## src/rtl/core/pts_pkg.sv

```systemverilog
// ----------------------------------------------------------------------------
// pts_pkg
// Shared codes, widths and helpers for the pivot turn sequencer.
// ----------------------------------------------------------------------------
package pts_pkg;

  localparam int PHASE_W = 3;
  localparam int FUNC_W  = 2;
  localparam int COUNT_W = 16;
  localparam int TRAVEL_W = 32;
  localparam int TARGET_W = 31;
  localparam int RUN_W   = 8;
  localparam int DUTY_W  = 7;
  localparam int DRIVE_W = 8;
  localparam int ADDR_W  = 5;
  localparam int REG_IDX_W = 3;

  localparam logic [PHASE_W-1:0] PH_IDLE     = 3'd0;
  localparam logic [PHASE_W-1:0] PH_APPROACH = 3'd1;
  localparam logic [PHASE_W-1:0] PH_LEAVE    = 3'd2;
  localparam logic [PHASE_W-1:0] PH_FIND     = 3'd3;
  localparam logic [PHASE_W-1:0] PH_DONE     = 3'd4;
  localparam logic [PHASE_W-1:0] PH_FAULT    = 3'd5;

  localparam logic [FUNC_W-1:0] FUNC_TICK  = 2'd0;
  localparam logic [FUNC_W-1:0] FUNC_START = 2'd1;
  localparam logic [FUNC_W-1:0] FUNC_ACK   = 2'd2;

  localparam logic [REG_IDX_W-1:0] REG_APPROACH_TARGET = 3'd0;
  localparam logic [REG_IDX_W-1:0] REG_CONFIRM_COUNT   = 3'd1;
  localparam logic [REG_IDX_W-1:0] REG_TIMEOUT_LIMIT   = 3'd2;
  localparam logic [REG_IDX_W-1:0] REG_APPROACH_DUTY   = 3'd3;
  localparam logic [REG_IDX_W-1:0] REG_ROTATE_DUTY     = 3'd4;
  localparam logic [REG_IDX_W-1:0] REG_LEFT_INVERT     = 3'd5;
  localparam logic [REG_IDX_W-1:0] REG_RIGHT_INVERT    = 3'd6;

  localparam logic [TARGET_W-1:0] RST_APPROACH_TARGET = 31'd1000;
  localparam logic [RUN_W-1:0]    RST_CONFIRM_COUNT   = 8'd3;
  localparam logic [COUNT_W-1:0]  RST_TIMEOUT_LIMIT   = 16'd800;
  localparam logic [DUTY_W-1:0]   RST_APPROACH_DUTY   = 7'd20;
  localparam logic [DUTY_W-1:0]   RST_ROTATE_DUTY     = 7'd30;

  localparam logic [DUTY_W-1:0] DUTY_MAX = 7'd100;

  typedef struct packed {
    logic [PHASE_W-1:0]        phase;
    logic                      start_accepted;
    logic                      drive_valid;
    logic signed [DRIVE_W-1:0] left_drive;
    logic signed [DRIVE_W-1:0] right_drive;
  } result_t;

  function automatic logic [DUTY_W-1:0] duty_sat(input logic [DUTY_W-1:0] d);
    return (d > DUTY_MAX) ? DUTY_MAX : d;
  endfunction

endpackage

```

## src/rtl/core/pivot_turn_sequencer.sv

```systemverilog
// ----------------------------------------------------------------------------
// pivot_turn_sequencer
// Junction turn sequencer: approach, leave line, find line, done or fault.
// ----------------------------------------------------------------------------
//  channel  | signals                               | transfer
//  ---------+---------------------------------------+------------------------------
//  input    | in_valid/in_ready + item fields       | in_valid & in_ready
//  result   | out_valid/out_ready + result fields   | out_valid & out_ready
//  config   | APB psel/penable/pwrite/paddr/pwdata  | psel & penable & pwrite
//
//  One item per cycle while in_ready is high; its result is registered in the
//  result register, or in the skid entry while the output stalls. All state is
//  updated at the input transfer edge by one combinational pass. A two-entry
//  output buffer (result register plus skid) keeps input open while one result
//  waits; in_ready drops only when both entries are full. rst is synchronous:
//  configuration returns to defaults, phase to idle.
module pivot_turn_sequencer (
  input  logic                                clk,
  input  logic                                rst,
  input  logic                                in_valid,
  output logic                                in_ready,
  input  logic [pts_pkg::FUNC_W-1:0]          func,
  input  logic                                direction,
  input  logic signed [pts_pkg::COUNT_W-1:0]  left_count,
  input  logic signed [pts_pkg::COUNT_W-1:0]  right_count,
  input  logic                                mid_left_black,
  input  logic                                mid_right_black,
  output logic                                out_valid,
  input  logic                                out_ready,
  output logic [pts_pkg::PHASE_W-1:0]         phase,
  output logic                                start_accepted,
  output logic                                drive_valid,
  output logic signed [pts_pkg::DRIVE_W-1:0]  left_drive,
  output logic signed [pts_pkg::DRIVE_W-1:0]  right_drive,
  input  logic                                psel,
  input  logic                                penable,
  input  logic                                pwrite,
  input  logic [pts_pkg::ADDR_W-1:0]          paddr,
  input  logic [31:0]                         pwdata,
  output logic [31:0]                         prdata,
  output logic                                pready
);

  logic [pts_pkg::TARGET_W-1:0] approach_target;
  logic [pts_pkg::RUN_W-1:0]    confirm_count;
  logic [pts_pkg::COUNT_W-1:0]  timeout_limit;
  logic [pts_pkg::DUTY_W-1:0]   approach_duty;
  logic [pts_pkg::DUTY_W-1:0]   rotate_duty;
  logic                         left_sign_invert;
  logic                         right_sign_invert;

  logic [pts_pkg::PHASE_W-1:0]         phase_reg, phase_next;
  logic                                turn_dir, turn_dir_next;
  logic [pts_pkg::RUN_W-1:0]           confirm_run, confirm_run_next;
  logic [pts_pkg::COUNT_W-1:0]         tick_count, tick_count_next;
  logic [pts_pkg::COUNT_W-1:0]         last_left, last_left_next;
  logic [pts_pkg::COUNT_W-1:0]         last_right, last_right_next;
  logic signed [pts_pkg::TRAVEL_W-1:0] left_travel, left_travel_next;
  logic signed [pts_pkg::TRAVEL_W-1:0] right_travel, right_travel_next;

  logic                           in_xfer;
  logic                           cfg_write;
  logic [pts_pkg::REG_IDX_W-1:0]  reg_idx;

  logic [pts_pkg::COUNT_W-1:0]  tick_inc;
  logic                         timed_out;
  logic [pts_pkg::COUNT_W:0]    left_delta, right_delta;
  logic [pts_pkg::TRAVEL_W-1:0] left_sum, right_sum;
  logic                         travel_ok;
  logic                         confirm_cond;
  logic [pts_pkg::RUN_W-1:0]    run_inc;
  logic                         confirm_hit;
  logic [pts_pkg::RUN_W-1:0]    confirm_run_new;
  logic [pts_pkg::DUTY_W-1:0]   a_duty, r_duty;
  logic signed [pts_pkg::DRIVE_W-1:0] a_mag, r_mag;

  pts_pkg::result_t res;
  pts_pkg::result_t out_data, skid_data;
  logic             skid_valid;

  function automatic logic [pts_pkg::COUNT_W:0] unwrap(
    input logic [pts_pkg::COUNT_W-1:0] cur,
    input logic [pts_pkg::COUNT_W-1:0] prev,
    input logic                        inv
  );
    logic [pts_pkg::COUNT_W-1:0] diff;
    logic [pts_pkg::COUNT_W:0]   d;
    diff = cur - prev;
    d = {diff[pts_pkg::COUNT_W-1], diff};
    return inv ? (~d + 1'b1) : d;
  endfunction

  function automatic logic [pts_pkg::TRAVEL_W-1:0] sat_add(
    input logic [pts_pkg::TRAVEL_W-1:0] acc,
    input logic [pts_pkg::COUNT_W:0]    d
  );
    logic [pts_pkg::TRAVEL_W:0] s;
    s = {acc[pts_pkg::TRAVEL_W-1], acc}
      + {{(pts_pkg::TRAVEL_W - pts_pkg::COUNT_W){d[pts_pkg::COUNT_W]}}, d};
    if (s[pts_pkg::TRAVEL_W] != s[pts_pkg::TRAVEL_W-1]) begin
      return s[pts_pkg::TRAVEL_W] ? {1'b1, {(pts_pkg::TRAVEL_W-1){1'b0}}}
                                  : {1'b0, {(pts_pkg::TRAVEL_W-1){1'b1}}};
    end
    return s[pts_pkg::TRAVEL_W-1:0];
  endfunction

  // configuration port
  assign pready    = 1'b1;
  assign cfg_write = psel & penable & pwrite;
  assign reg_idx   = paddr[pts_pkg::ADDR_W-1:2];

  always_ff @(posedge clk) begin
    if (rst) begin
      approach_target   <= pts_pkg::RST_APPROACH_TARGET;
      confirm_count     <= pts_pkg::RST_CONFIRM_COUNT;
      timeout_limit     <= pts_pkg::RST_TIMEOUT_LIMIT;
      approach_duty     <= pts_pkg::RST_APPROACH_DUTY;
      rotate_duty       <= pts_pkg::RST_ROTATE_DUTY;
      left_sign_invert  <= 1'b0;
      right_sign_invert <= 1'b0;
    end else if (cfg_write) begin
      case (reg_idx)
        pts_pkg::REG_APPROACH_TARGET: approach_target <= pwdata[pts_pkg::TARGET_W-1:0];
        pts_pkg::REG_CONFIRM_COUNT:   confirm_count   <= pwdata[pts_pkg::RUN_W-1:0];
        pts_pkg::REG_TIMEOUT_LIMIT:   timeout_limit   <= pwdata[pts_pkg::COUNT_W-1:0];
        pts_pkg::REG_APPROACH_DUTY:   approach_duty   <= pwdata[pts_pkg::DUTY_W-1:0];
        pts_pkg::REG_ROTATE_DUTY:     rotate_duty     <= pwdata[pts_pkg::DUTY_W-1:0];
        pts_pkg::REG_LEFT_INVERT:     left_sign_invert  <= pwdata[0];
        pts_pkg::REG_RIGHT_INVERT:    right_sign_invert <= pwdata[0];
        default: ;
      endcase
    end
  end

  always_comb begin
    prdata = '0;
    case (reg_idx)
      pts_pkg::REG_APPROACH_TARGET: prdata = {1'b0, approach_target};
      pts_pkg::REG_CONFIRM_COUNT:   prdata = {24'd0, confirm_count};
      pts_pkg::REG_TIMEOUT_LIMIT:   prdata = {16'd0, timeout_limit};
      pts_pkg::REG_APPROACH_DUTY:   prdata = {25'd0, approach_duty};
      pts_pkg::REG_ROTATE_DUTY:     prdata = {25'd0, rotate_duty};
      pts_pkg::REG_LEFT_INVERT:     prdata = {31'd0, left_sign_invert};
      pts_pkg::REG_RIGHT_INVERT:    prdata = {31'd0, right_sign_invert};
      default:                      prdata = '0;
    endcase
  end

  // datapath
  assign tick_inc  = (tick_count == '1) ? tick_count : tick_count + 1'b1;
  assign timed_out = (tick_inc >= timeout_limit);

  assign left_delta  = unwrap(left_count, last_left, left_sign_invert);
  assign right_delta = unwrap(right_count, last_right, right_sign_invert);
  assign left_sum    = sat_add(left_travel, left_delta);
  assign right_sum   = sat_add(right_travel, right_delta);
  assign travel_ok   = !left_sum[pts_pkg::TRAVEL_W-1]
                    && (left_sum[pts_pkg::TARGET_W-1:0] >= approach_target)
                    && !right_sum[pts_pkg::TRAVEL_W-1]
                    && (right_sum[pts_pkg::TARGET_W-1:0] >= approach_target);

  always_comb begin
    case (phase_reg)
      pts_pkg::PH_APPROACH: confirm_cond = travel_ok;
      pts_pkg::PH_LEAVE:    confirm_cond = !mid_left_black && !mid_right_black;
      pts_pkg::PH_FIND:     confirm_cond = mid_left_black && mid_right_black;
      default:              confirm_cond = 1'b0;
    endcase
  end

  assign run_inc = (confirm_run == '1) ? confirm_run : confirm_run + 1'b1;
  assign confirm_hit = confirm_cond && (run_inc >= confirm_count);
  assign confirm_run_new = (!confirm_cond || confirm_hit) ? '0 : run_inc;

  assign a_duty = pts_pkg::duty_sat(approach_duty);
  assign r_duty = pts_pkg::duty_sat(rotate_duty);
  assign a_mag  = {1'b0, a_duty};
  assign r_mag  = {1'b0, r_duty};

  always_comb begin
    phase_next        = phase_reg;
    turn_dir_next     = turn_dir;
    confirm_run_next  = confirm_run;
    tick_count_next   = tick_count;
    last_left_next    = last_left;
    last_right_next   = last_right;
    left_travel_next  = left_travel;
    right_travel_next = right_travel;
    res.start_accepted = 1'b0;
    res.drive_valid    = 1'b0;
    res.left_drive     = '0;
    res.right_drive    = '0;
    case (func)
      pts_pkg::FUNC_START: begin
        if (phase_reg == pts_pkg::PH_IDLE) begin
          turn_dir_next      = direction;
          confirm_run_next   = '0;
          tick_count_next    = '0;
          left_travel_next   = '0;
          right_travel_next  = '0;
          last_left_next     = left_count;
          last_right_next    = right_count;
          phase_next         = pts_pkg::PH_APPROACH;
          res.start_accepted = 1'b1;
          res.drive_valid    = 1'b1;
        end
      end
      pts_pkg::FUNC_ACK: begin
        if (phase_reg inside {pts_pkg::PH_DONE, pts_pkg::PH_FAULT}) begin
          confirm_run_next = '0;
          tick_count_next  = '0;
          phase_next       = pts_pkg::PH_IDLE;
          res.drive_valid  = 1'b1;
        end
      end
      pts_pkg::FUNC_TICK: begin
        if (phase_reg != pts_pkg::PH_IDLE) begin
          res.drive_valid = 1'b1;
          if (!(phase_reg inside {pts_pkg::PH_DONE, pts_pkg::PH_FAULT})) begin
            tick_count_next = tick_inc;
            if (timed_out) begin
              confirm_run_next = '0;
              phase_next       = pts_pkg::PH_FAULT;
            end else if (phase_reg == pts_pkg::PH_APPROACH) begin
              left_travel_next  = left_sum;
              right_travel_next = right_sum;
              last_left_next    = left_count;
              last_right_next   = right_count;
              confirm_run_next  = confirm_run_new;
              if (confirm_hit) phase_next = pts_pkg::PH_LEAVE;
            end else if (phase_reg == pts_pkg::PH_LEAVE) begin
              confirm_run_next = confirm_run_new;
              if (confirm_hit) phase_next = pts_pkg::PH_FIND;
            end else if (phase_reg == pts_pkg::PH_FIND) begin
              confirm_run_next = confirm_run_new;
              if (confirm_hit) phase_next = pts_pkg::PH_DONE;
            end else begin
              phase_next = pts_pkg::PH_FAULT;
            end
          end
        end
      end
      default: ;
    endcase
    res.phase = phase_next;
    if (res.drive_valid) begin
      if (phase_next == pts_pkg::PH_APPROACH) begin
        res.left_drive  = a_mag;
        res.right_drive = a_mag;
      end else if (phase_next inside {pts_pkg::PH_LEAVE, pts_pkg::PH_FIND}) begin
        res.left_drive  = turn_dir_next ? r_mag : -r_mag;
        res.right_drive = turn_dir_next ? -r_mag : r_mag;
      end
    end
  end

  // sequencer state
  assign in_ready = !skid_valid;
  assign in_xfer  = in_valid & in_ready;

  always_ff @(posedge clk) begin
    if (rst) begin
      phase_reg    <= pts_pkg::PH_IDLE;
      turn_dir     <= 1'b0;
      confirm_run  <= '0;
      tick_count   <= '0;
      last_left    <= '0;
      last_right   <= '0;
      left_travel  <= '0;
      right_travel <= '0;
    end else if (in_xfer) begin
      phase_reg    <= phase_next;
      turn_dir     <= turn_dir_next;
      confirm_run  <= confirm_run_next;
      tick_count   <= tick_count_next;
      last_left    <= last_left_next;
      last_right   <= last_right_next;
      left_travel  <= left_travel_next;
      right_travel <= right_travel_next;
    end
  end

  // result register and skid entry
  always_ff @(posedge clk) begin
    if (rst) begin
      out_valid  <= 1'b0;
      skid_valid <= 1'b0;
    end else if (!out_valid || out_ready) begin
      if (skid_valid) begin
        out_valid  <= 1'b1;
        skid_valid <= in_xfer;
      end else begin
        out_valid  <= in_xfer;
      end
    end else if (in_xfer) begin
      skid_valid <= 1'b1;
    end
  end

  always_ff @(posedge clk) begin
    if (!out_valid || out_ready) begin
      if (skid_valid) begin
        out_data <= skid_data;
        if (in_xfer) skid_data <= res;
      end else if (in_xfer) begin
        out_data <= res;
      end
    end else if (in_xfer) begin
      skid_data <= res;
    end
  end

  assign phase          = out_data.phase;
  assign start_accepted = out_data.start_accepted;
  assign drive_valid    = out_data.drive_valid;
  assign left_drive     = out_data.left_drive;
  assign right_drive    = out_data.right_drive;

endmodule

```

## config.mk

```make
export PLATFORM = sky130hd
export DESIGN_NAME = pivot_turn_sequencer
export DESIGN_NICKNAME = d
export VERILOG_FILES = /design/src/rtl/core/pts_pkg.sv /design/src/rtl/core/pivot_turn_sequencer.sv
export SDC_FILE = /design/constraint.sdc
export NUM_CORES = 1
export LEC_CHECK = 0
export BUFFER_PORTS_ARGS = -buffer_cell sky130_fd_sc_hd__buf_2
export CAP_MARGIN = 20
export CORE_ASPECT_RATIO = 0.5
export CORE_MARGIN = 2
export CORE_UTILIZATION = 45
export CTS_BUF_LIST = sky130_fd_sc_hd__clkbuf_4 sky130_fd_sc_hd__clkbuf_8
export CTS_CLUSTER_SIZE = 25
export DETAILED_ROUTE_END_ITERATION = 12
export PLACE_DENSITY = 0.64
export SLEW_MARGIN = 30
export SYNTH_ARGS = -nofsm -noshare
export SYNTH_HDL_FRONTEND = slang
export SYNTH_SLANG_ARGS = --single-unit
```

## constraint.sdc

```tcl
create_clock -name clk -period 12.6 [get_ports clk]
set_clock_uncertainty 0.1 [all_clocks]
set_input_delay 0 -clock clk [delete_from_list [all_inputs] [get_ports clk]]
set_output_delay 0 -clock clk [all_outputs]
set_load 0.1 [all_outputs]
```

* After elaboration in Yosys (flattened, before gate mapping) *
Index checks and enable logic that the tools add are counted.

operators by class
  bitwise logic cells = 5
  multiplexer cells = 87
  div/mod/pow operators = 0
  reductions and logical operators = 36
  shift-type cells = 0
  add/sub/neg operators = 9
  $lt $le $gt $ge = 6
  equal/unequal tests = 28
  multipliers = 0

operators with widths
  cell                     number
  $mux W32                 15
  $mux W16                 18
  $pmux W31 S7             1
  $pmux W32 S2             2
  $mux W21                 5
  $mux W8                  12
  $add A32 B17 Y33         2
  $pmux W16 S2             2
  $ge A31 B31 Y1           2
  $pmux W16 S3             1
  $add A17 B1 Y17 const B  2
  $mux W17                 2
  $not A17 Y17             2
  $mux W3                  11
  $sub A16 B16 Y16         2
  $pmux W8 S3              1
  $eq A3 B2 Y1 const B     6
  $add A16 B1 Y16 const B  1
  $eq A16 B16 Y1 const B   1
  $ge A16 B16 Y1           1
  $reduce_and A2 Y1        8
  $eq A3 B3 Y1 const B     5
  $gt A7 B7 Y1 const B     2
  $mux W7                  2
  other kinds (24)         65

storage, ports and cells
  RAM bits = 0
  bits of input ports = 81
  register bits = 239
  memories = 0
  memory bits (read-only) = 0
  output and inout port bits = 56
  latch bits = 0

* Longest topological paths before layout *
  word-level depth = 30
  mapped depth = 40

* Worst setup path after synthesis *
No wires, ideal clock.

  kind = reg2reg
  start point = register last_left[1] in the netlist's numbering
  end point = register out_data (netlist bit left_drive[1]), data pin
  period minus slack after synthesis = 8748 ps
  setup time = 180 ps
  setup slack = 3852 ps
  path buffers = 2
  required time = 12320 ps
  stages on the path, launching flop included = 36
  arrival time = 8468 ps
  cell sequence = dfxtp_1 -> inv_1 -> ha_1 -> nor2b_1 -> o31a_1 -> o31a_1 -> o2111ai_1 -> a2111oi_0 -> or3_1 -> a21oi_1 -> xnor2_1 -> mux2i_1 -> ha_1 -> a21o_1 -> a21o_1 -> a21oi_1 -> nor2_1 -> a311oi_1 -> o21ai_0 -> nand3_1 -> nand2_1 -> xor2_1 -> ha_1 -> clkbuf_1 -> buf_1 -> o21ai_2 -> ha_1 -> a21o_1 -> a21o_1 -> a2111oi_0 -> a21oi_1 -> o22ai_2 -> o21a_4 -> inv_4 -> or4_4 -> a221oi_1

between the ends
  longest elaborated chain between the ends = 29
  elaborated cells between the ends (all ways) = 36
  those cells by class = add/sub: 3; order compare: 1; eq/ne: 4; mux: 21; bitwise: 1; reduce/logical: 6

RTL lines
  element                                          RTL line                                                  text
  start, declared                                  pivot_turn_sequencer.sv:56                                logic [pts_pkg::COUNT_W-1:0] last_left, last_left_next;
  start signal, assigned                           pivot_turn_sequencer.sv:276                               last_left <= last_left_next;
  $sub A16 B16 Y16 *                               pivot_turn_sequencer.sv:88                                diff = cur - prev;
  $not A17 Y17                                     pivot_turn_sequencer.sv:90                                return inv ? (~d + 1'b1) : d;
  $add A17 B1 Y17                                  pivot_turn_sequencer.sv:90
  $mux W17 *                                       pivot_turn_sequencer.sv:90
  $add A32 B17 Y33 *                               pivot_turn_sequencer.sv:99                                + {{(pts_pkg::TRAVEL_W - pts_pkg::COUNT_W){d[pts_pkg::COUNT_W]}}, d};
  $mux W32 / $ne A1 B1 Y1 (equally long branches)  pivot_turn_sequencer.sv:101, pivot_turn_sequencer.sv:100
  $mux W32 / $mux W1 (equally long branches)       pivot_turn_sequencer.sv:100                               if (s[pts_pkg::TRAVEL_W] != s[pts_pkg::TRAVEL_W-1]) begin
  $mux W32 *                                       pivot_turn_sequencer.sv:104                               return s[pts_pkg::TRAVEL_W-1:0];
  [14 not listed]                                  n/a
  named net phase_next, one bit                    pivot_turn_sequencer.sv:52                                logic [pts_pkg::PHASE_W-1:0] phase_reg, phase_next;
  $eq A3 B2 Y1                                     pivot_turn_sequencer.sv:250                               end else if (phase_next inside {pts_pkg::PH_LEAVE, pts_pkg::PH_FIND}) begin
  $reduce_bool A2 Y1                               pivot_turn_sequencer.sv:250
  $mux W16                                         pivot_turn_sequencer.sv:250
  $mux W16 *                                       pivot_turn_sequencer.sv:247                               if (phase_next == pts_pkg::PH_APPROACH) begin
  $mux W16 *                                       pivot_turn_sequencer.sv:246                               if (res.drive_valid) begin
  $mux W21 *                                       pivot_turn_sequencer.sv:305                               end else if (in_xfer) begin
  $mux W21 *                                       pivot_turn_sequencer.sv:302                               if (skid_valid) begin
  end signal, assigned                             pivot_turn_sequencer.sv:303                               out_data <= skid_data;
  end signal, assigned                             pivot_turn_sequencer.sv:306                               out_data <= res;
  end, declared                                    pivot_turn_sequencer.sv:78                                pts_pkg::result_t out_data, skid_data;

Mark *: on every way through the listed nets, which the timed path passes. The rest lies on a longest branch. The select of a mux whose other input is x is not followed.
A chain may end at the register's enable or synchronous reset.

* Worst setup path in the final report *
  start point = register last_left[0] in the netlist's numbering
  end point = register out_data (netlist bit right_drive[1]), data pin

between the ends
  longest elaborated chain between the ends = 29
  elaborated cells between the ends (all ways) = 36
  those cells by class = add/sub: 3; order compare: 1; eq/ne: 4; mux: 21; bitwise: 1; reduce/logical: 6

RTL lines
  element                                          RTL line                                                  text
  $sub A16 B16 Y16 *                               pivot_turn_sequencer.sv:88
  $not A17 Y17                                     pivot_turn_sequencer.sv:90
  $add A17 B1 Y17                                  pivot_turn_sequencer.sv:90
  $mux W17 *                                       pivot_turn_sequencer.sv:90
  $add A32 B17 Y33 *                               pivot_turn_sequencer.sv:99
  $mux W32 / $ne A1 B1 Y1 (equally long branches)  pivot_turn_sequencer.sv:101, pivot_turn_sequencer.sv:100
  $mux W32 / $mux W1 (equally long branches)       pivot_turn_sequencer.sv:100
  $mux W32 *                                       pivot_turn_sequencer.sv:104
  [13 not listed]                                  n/a
  $pmux W3 S3 *                                    pivot_turn_sequencer.sv:193                               case (func)
  $eq A3 B2 Y1                                     pivot_turn_sequencer.sv:250
  $reduce_bool A2 Y1                               pivot_turn_sequencer.sv:250
  $mux W16                                         pivot_turn_sequencer.sv:250
  $mux W16 *                                       pivot_turn_sequencer.sv:247
  $mux W16 *                                       pivot_turn_sequencer.sv:246
  $mux W21 *                                       pivot_turn_sequencer.sv:305
  $mux W21 *                                       pivot_turn_sequencer.sv:302

Every way passes the cells marked *; elsewhere a longest branch is shown, timed or not. The select of a mux whose other input is x is not followed.

==> out/metrics.cfg <==
[placed_design]
post-place-cells = 2832
buffer_ports.inserted = 131
dp_hpwl_um = 37000
gp_congestion = 0.907

[pwr]
max-vdd-ir-drop_v = 0.0000627
p_per_area_nw_per_um2 = 116
comb_power_share_pct = 34.3
power_frac_clock_pct = 33.3
static_leakage_power_uw = 0.00879
power.switching_uw = 888
intPower_uw = 1560
share_seq_of_total_power_pct = 32.4
switching_share_pct = 36.3

[drt]
drt_wl_total_um = 50300
ant_nets = 0
drtPass1Iterations = 5
post_route_drc = 0
detail_route.wl_per_cell_um = 16.9
post_drt_via_cell_ratio = 5.63
drtIter0Drc = 1167
dr_total_vias = 16800

[grt]
via_count_of_the_first_global_routing_pass = 15800
grt_max_degree = 64
grt-ovfl-total = 0
globalRouteTotalUtil_pct = 23.6
grt_pass1_wl_um = 81500
antenna_found_initial = 2

[clock_tree]
clock_tree.htree_level_count = 2
cts.clk_slew.worst_paths_ps = 70
cts_post_setup_buffers_inserted = 0
cts_made_buffers = 41
clock_sink_count = 237
root_buffer_master = clkbuf_8
clock_latency_ps = 590
clock_tree_from_tritoncts = yes
clockBufferDepth = 3

[status]
run_status = finished clean

[floorplan]
total_die_area_um2 = 42400
boundaryPins = 137
start_util_pct = 45.4
core_ar_um2 = 40300
placement_rows = 52
dieHeight_um = 147
horiz_die_dim_um = 289

[layout]
synthToLayoutAreaGrowth_pct = 15.1
multi_input_comb_area_um2 = 12300
area.sequential_um2 = 5140
layout.cells.non_filler = 2978
reg.largest.list = left_travel x32, right_travel x32, approach_target x31
fillerInstances = 3865
fraction_of_layout_cells_with_a_size_suffix_above_1_pct = 12.4
finish.net_count = 2686

[critical_path]
crit_path_end_kind = flip-flop
critPathLaunchType = flip-flop
critical_path_required_ps = 12900
combined_buffer_and_inverter_count_along_the_critical_path = 2
worst_path_largest_cell_delay_ps = 610
critical-path-top-delay-family = compound AO/OA/AOI/OAI gates
slowest_stage = nand3_2
timing_worst_setup_path_type = reg -> reg
timing.critical_path.arrival_ps = 10280
critical_path.most_common_cell = ha_1
critical_path_peak_fanout = 37

[synthesis]
synth.cell_area_um2 = 18300
synth.cells.most_frequent = nand2_1 (246), dfxtp_1 (197), ha_1 (195), nor2_1 (185), a21oi_1 (174)
yosys.area_share.adder_pct = 13.8
synth_ff_type = dfxtp_1
synth_top_area_cell = dfxtp_1
synth.net_count = 2515
post_synth_xor_xnor_area_pct = 5.93
synthCells = 2235
post_synth_mux_area_share_pct = 5.36
asyncSetResetFlopFracSynth_pct = 0
ys.warnings.count = 0
post_synth_num_cell_types = 99
post_synth_and_or_nand_nor_area_fraction_pct = 18.1
synth_edf_count = 40
synth_top_family_by_area = compound AO/OA/AOI/OAI gates
synthMostInstantiatedCell = nand2_1
synth.ff_latch_count = 237
synthDominantCellAreaShare_pct = 21.5
synth_top_cells_by_area = dfxtp_1 (22%), ha_1 (13%), edfxtp_1 (6.6%)
synth-compound-area-share_pct = 23.8
sequential_element_share_of_the_synthesized_area_pct = 28.1
post_synth.cell_area_avg_um2 = 8.19

[sta]
slew_violations = 0
final.setup.tns_ps = 0
layout_worst_path_cycle_share_pct = 79.2
pin_slew_with_the_least_headroom_to_its_limit_ps = 882
rsz0062_at_grt = false
hold_viol_final = 0
maxSlewHeadroom_pct = 39.5
final.min_clock_period_ps = 9980
final.hold.worst_slack_ps = 15.3
timing.final.setup_violations = 0
max_freq_mhz = 100

[hold_path]
worst_hold_path_type = in -> reg

[flow_run]
max_cap_violations = 0

-- worst min-delay path, stage by stage --
cell	delay, ps
buf_2	90
and3_1	270
nand3_1	140
mux2i_1	70
nor2_1	70
-- cell type report --
| type | count | share of cell area (%) |
|---|---|---|
| antenna | 1 | 0.0119 |
| tap | 540 | 3.21 |
| timing repair buffer | 223 | 7.25 |
| clock inverter | 11 | 0.683 |
| sequential | 237 | 24.4 |
| clock buffer | 63 | 3.76 |
| inverter | 133 | 2.38 |
| multi-input combinational | 1770 | 58.3 |
-- what timing repair did --
action / in CTS / in global routing
resized for setup: 0 / 0
hold endpoints to repair: 130 / 0
hold buffers: 71 / 0
endpoints found under the setup margin: 0 / 0
-- logic make-up after synthesis --
logic type      Yosys count
xor+xnor                124
other cells               2
flops                   237
buf+inv                 228
compound gates          645
fa+ha+maj               199
mux                      89
simple gates            711
-- routing by layer --
metal  vias to the layer above  wire length, um  part of all wire (%)  global-route usage [%]
met1                      7805            23500                    47                    32.0
met5                         -                0                     0                       0
met3                        83             2920                   5.8                    4.48
li1                       8459                -                     -                       -
met4                         0             1150                   2.3                    6.57
met2                       414            22800                    45                    38.3
-- cells in the final DEF, fill, tap and decap left out, drive strengths merged, types with 52 or more instances in the layout --
| cell type | instances |
|---|---|
| a21o | 71 |
| a21oi | 177 |
| buf | 152 |
| clkbuf | 63 |
| dfxtp | 197 |
| dlygate4sd3 | 71 |
| ha | 195 |
| inv | 131 |
| mux2i | 71 |
| nand2 | 246 |
| nand3 | 52 |
| nor2 | 186 |
| nor3 | 64 |
| o21ai | 144 |
| xnor2 | 78 |
-- worst paths after layout --
| check | startpoint | to | slack [ps] | cells after the start |
|---|---|---|---|---|
| min reg2reg | approach_target[16] | approach_target[16] | 350 | 2 |
| max reg2reg | last_left[0] | right_drive[1] | 2620 | 34 |
| min | psel | left_sign_invert | 20 | 5 |
| max | last_left[0] | right_drive[1] | 2620 | 34 |
-- power groups by stage --
stage | combinational [uW] | clock (uW) | sequential [uW]
after floorplan | 599 | 0 | 841
after global placement | 800 | 0 | 809
after detailed placement | 812 | 0 | 809
after CTS | 833 | 835 | 793
after global routing | 941 | 872 | 794
final | 840 | 815 | 793
-- stage by stage --
stage	util, %	instance area [um^2]	total power, uW	worst slack [ps]
3_3_place_gp	48.2	19400	1610	2600
5_1_grt	52.3	21100	2610	1930
4_1_cts	52.3	21100	2460	2610
6_report	52.3	21100	2450	2620
3_5_place_dp	48.2	19400	1620	2620
2_1_floorplan	-	18300	1440	3850
Note: power is estimated with default switching activity, not from simulation.
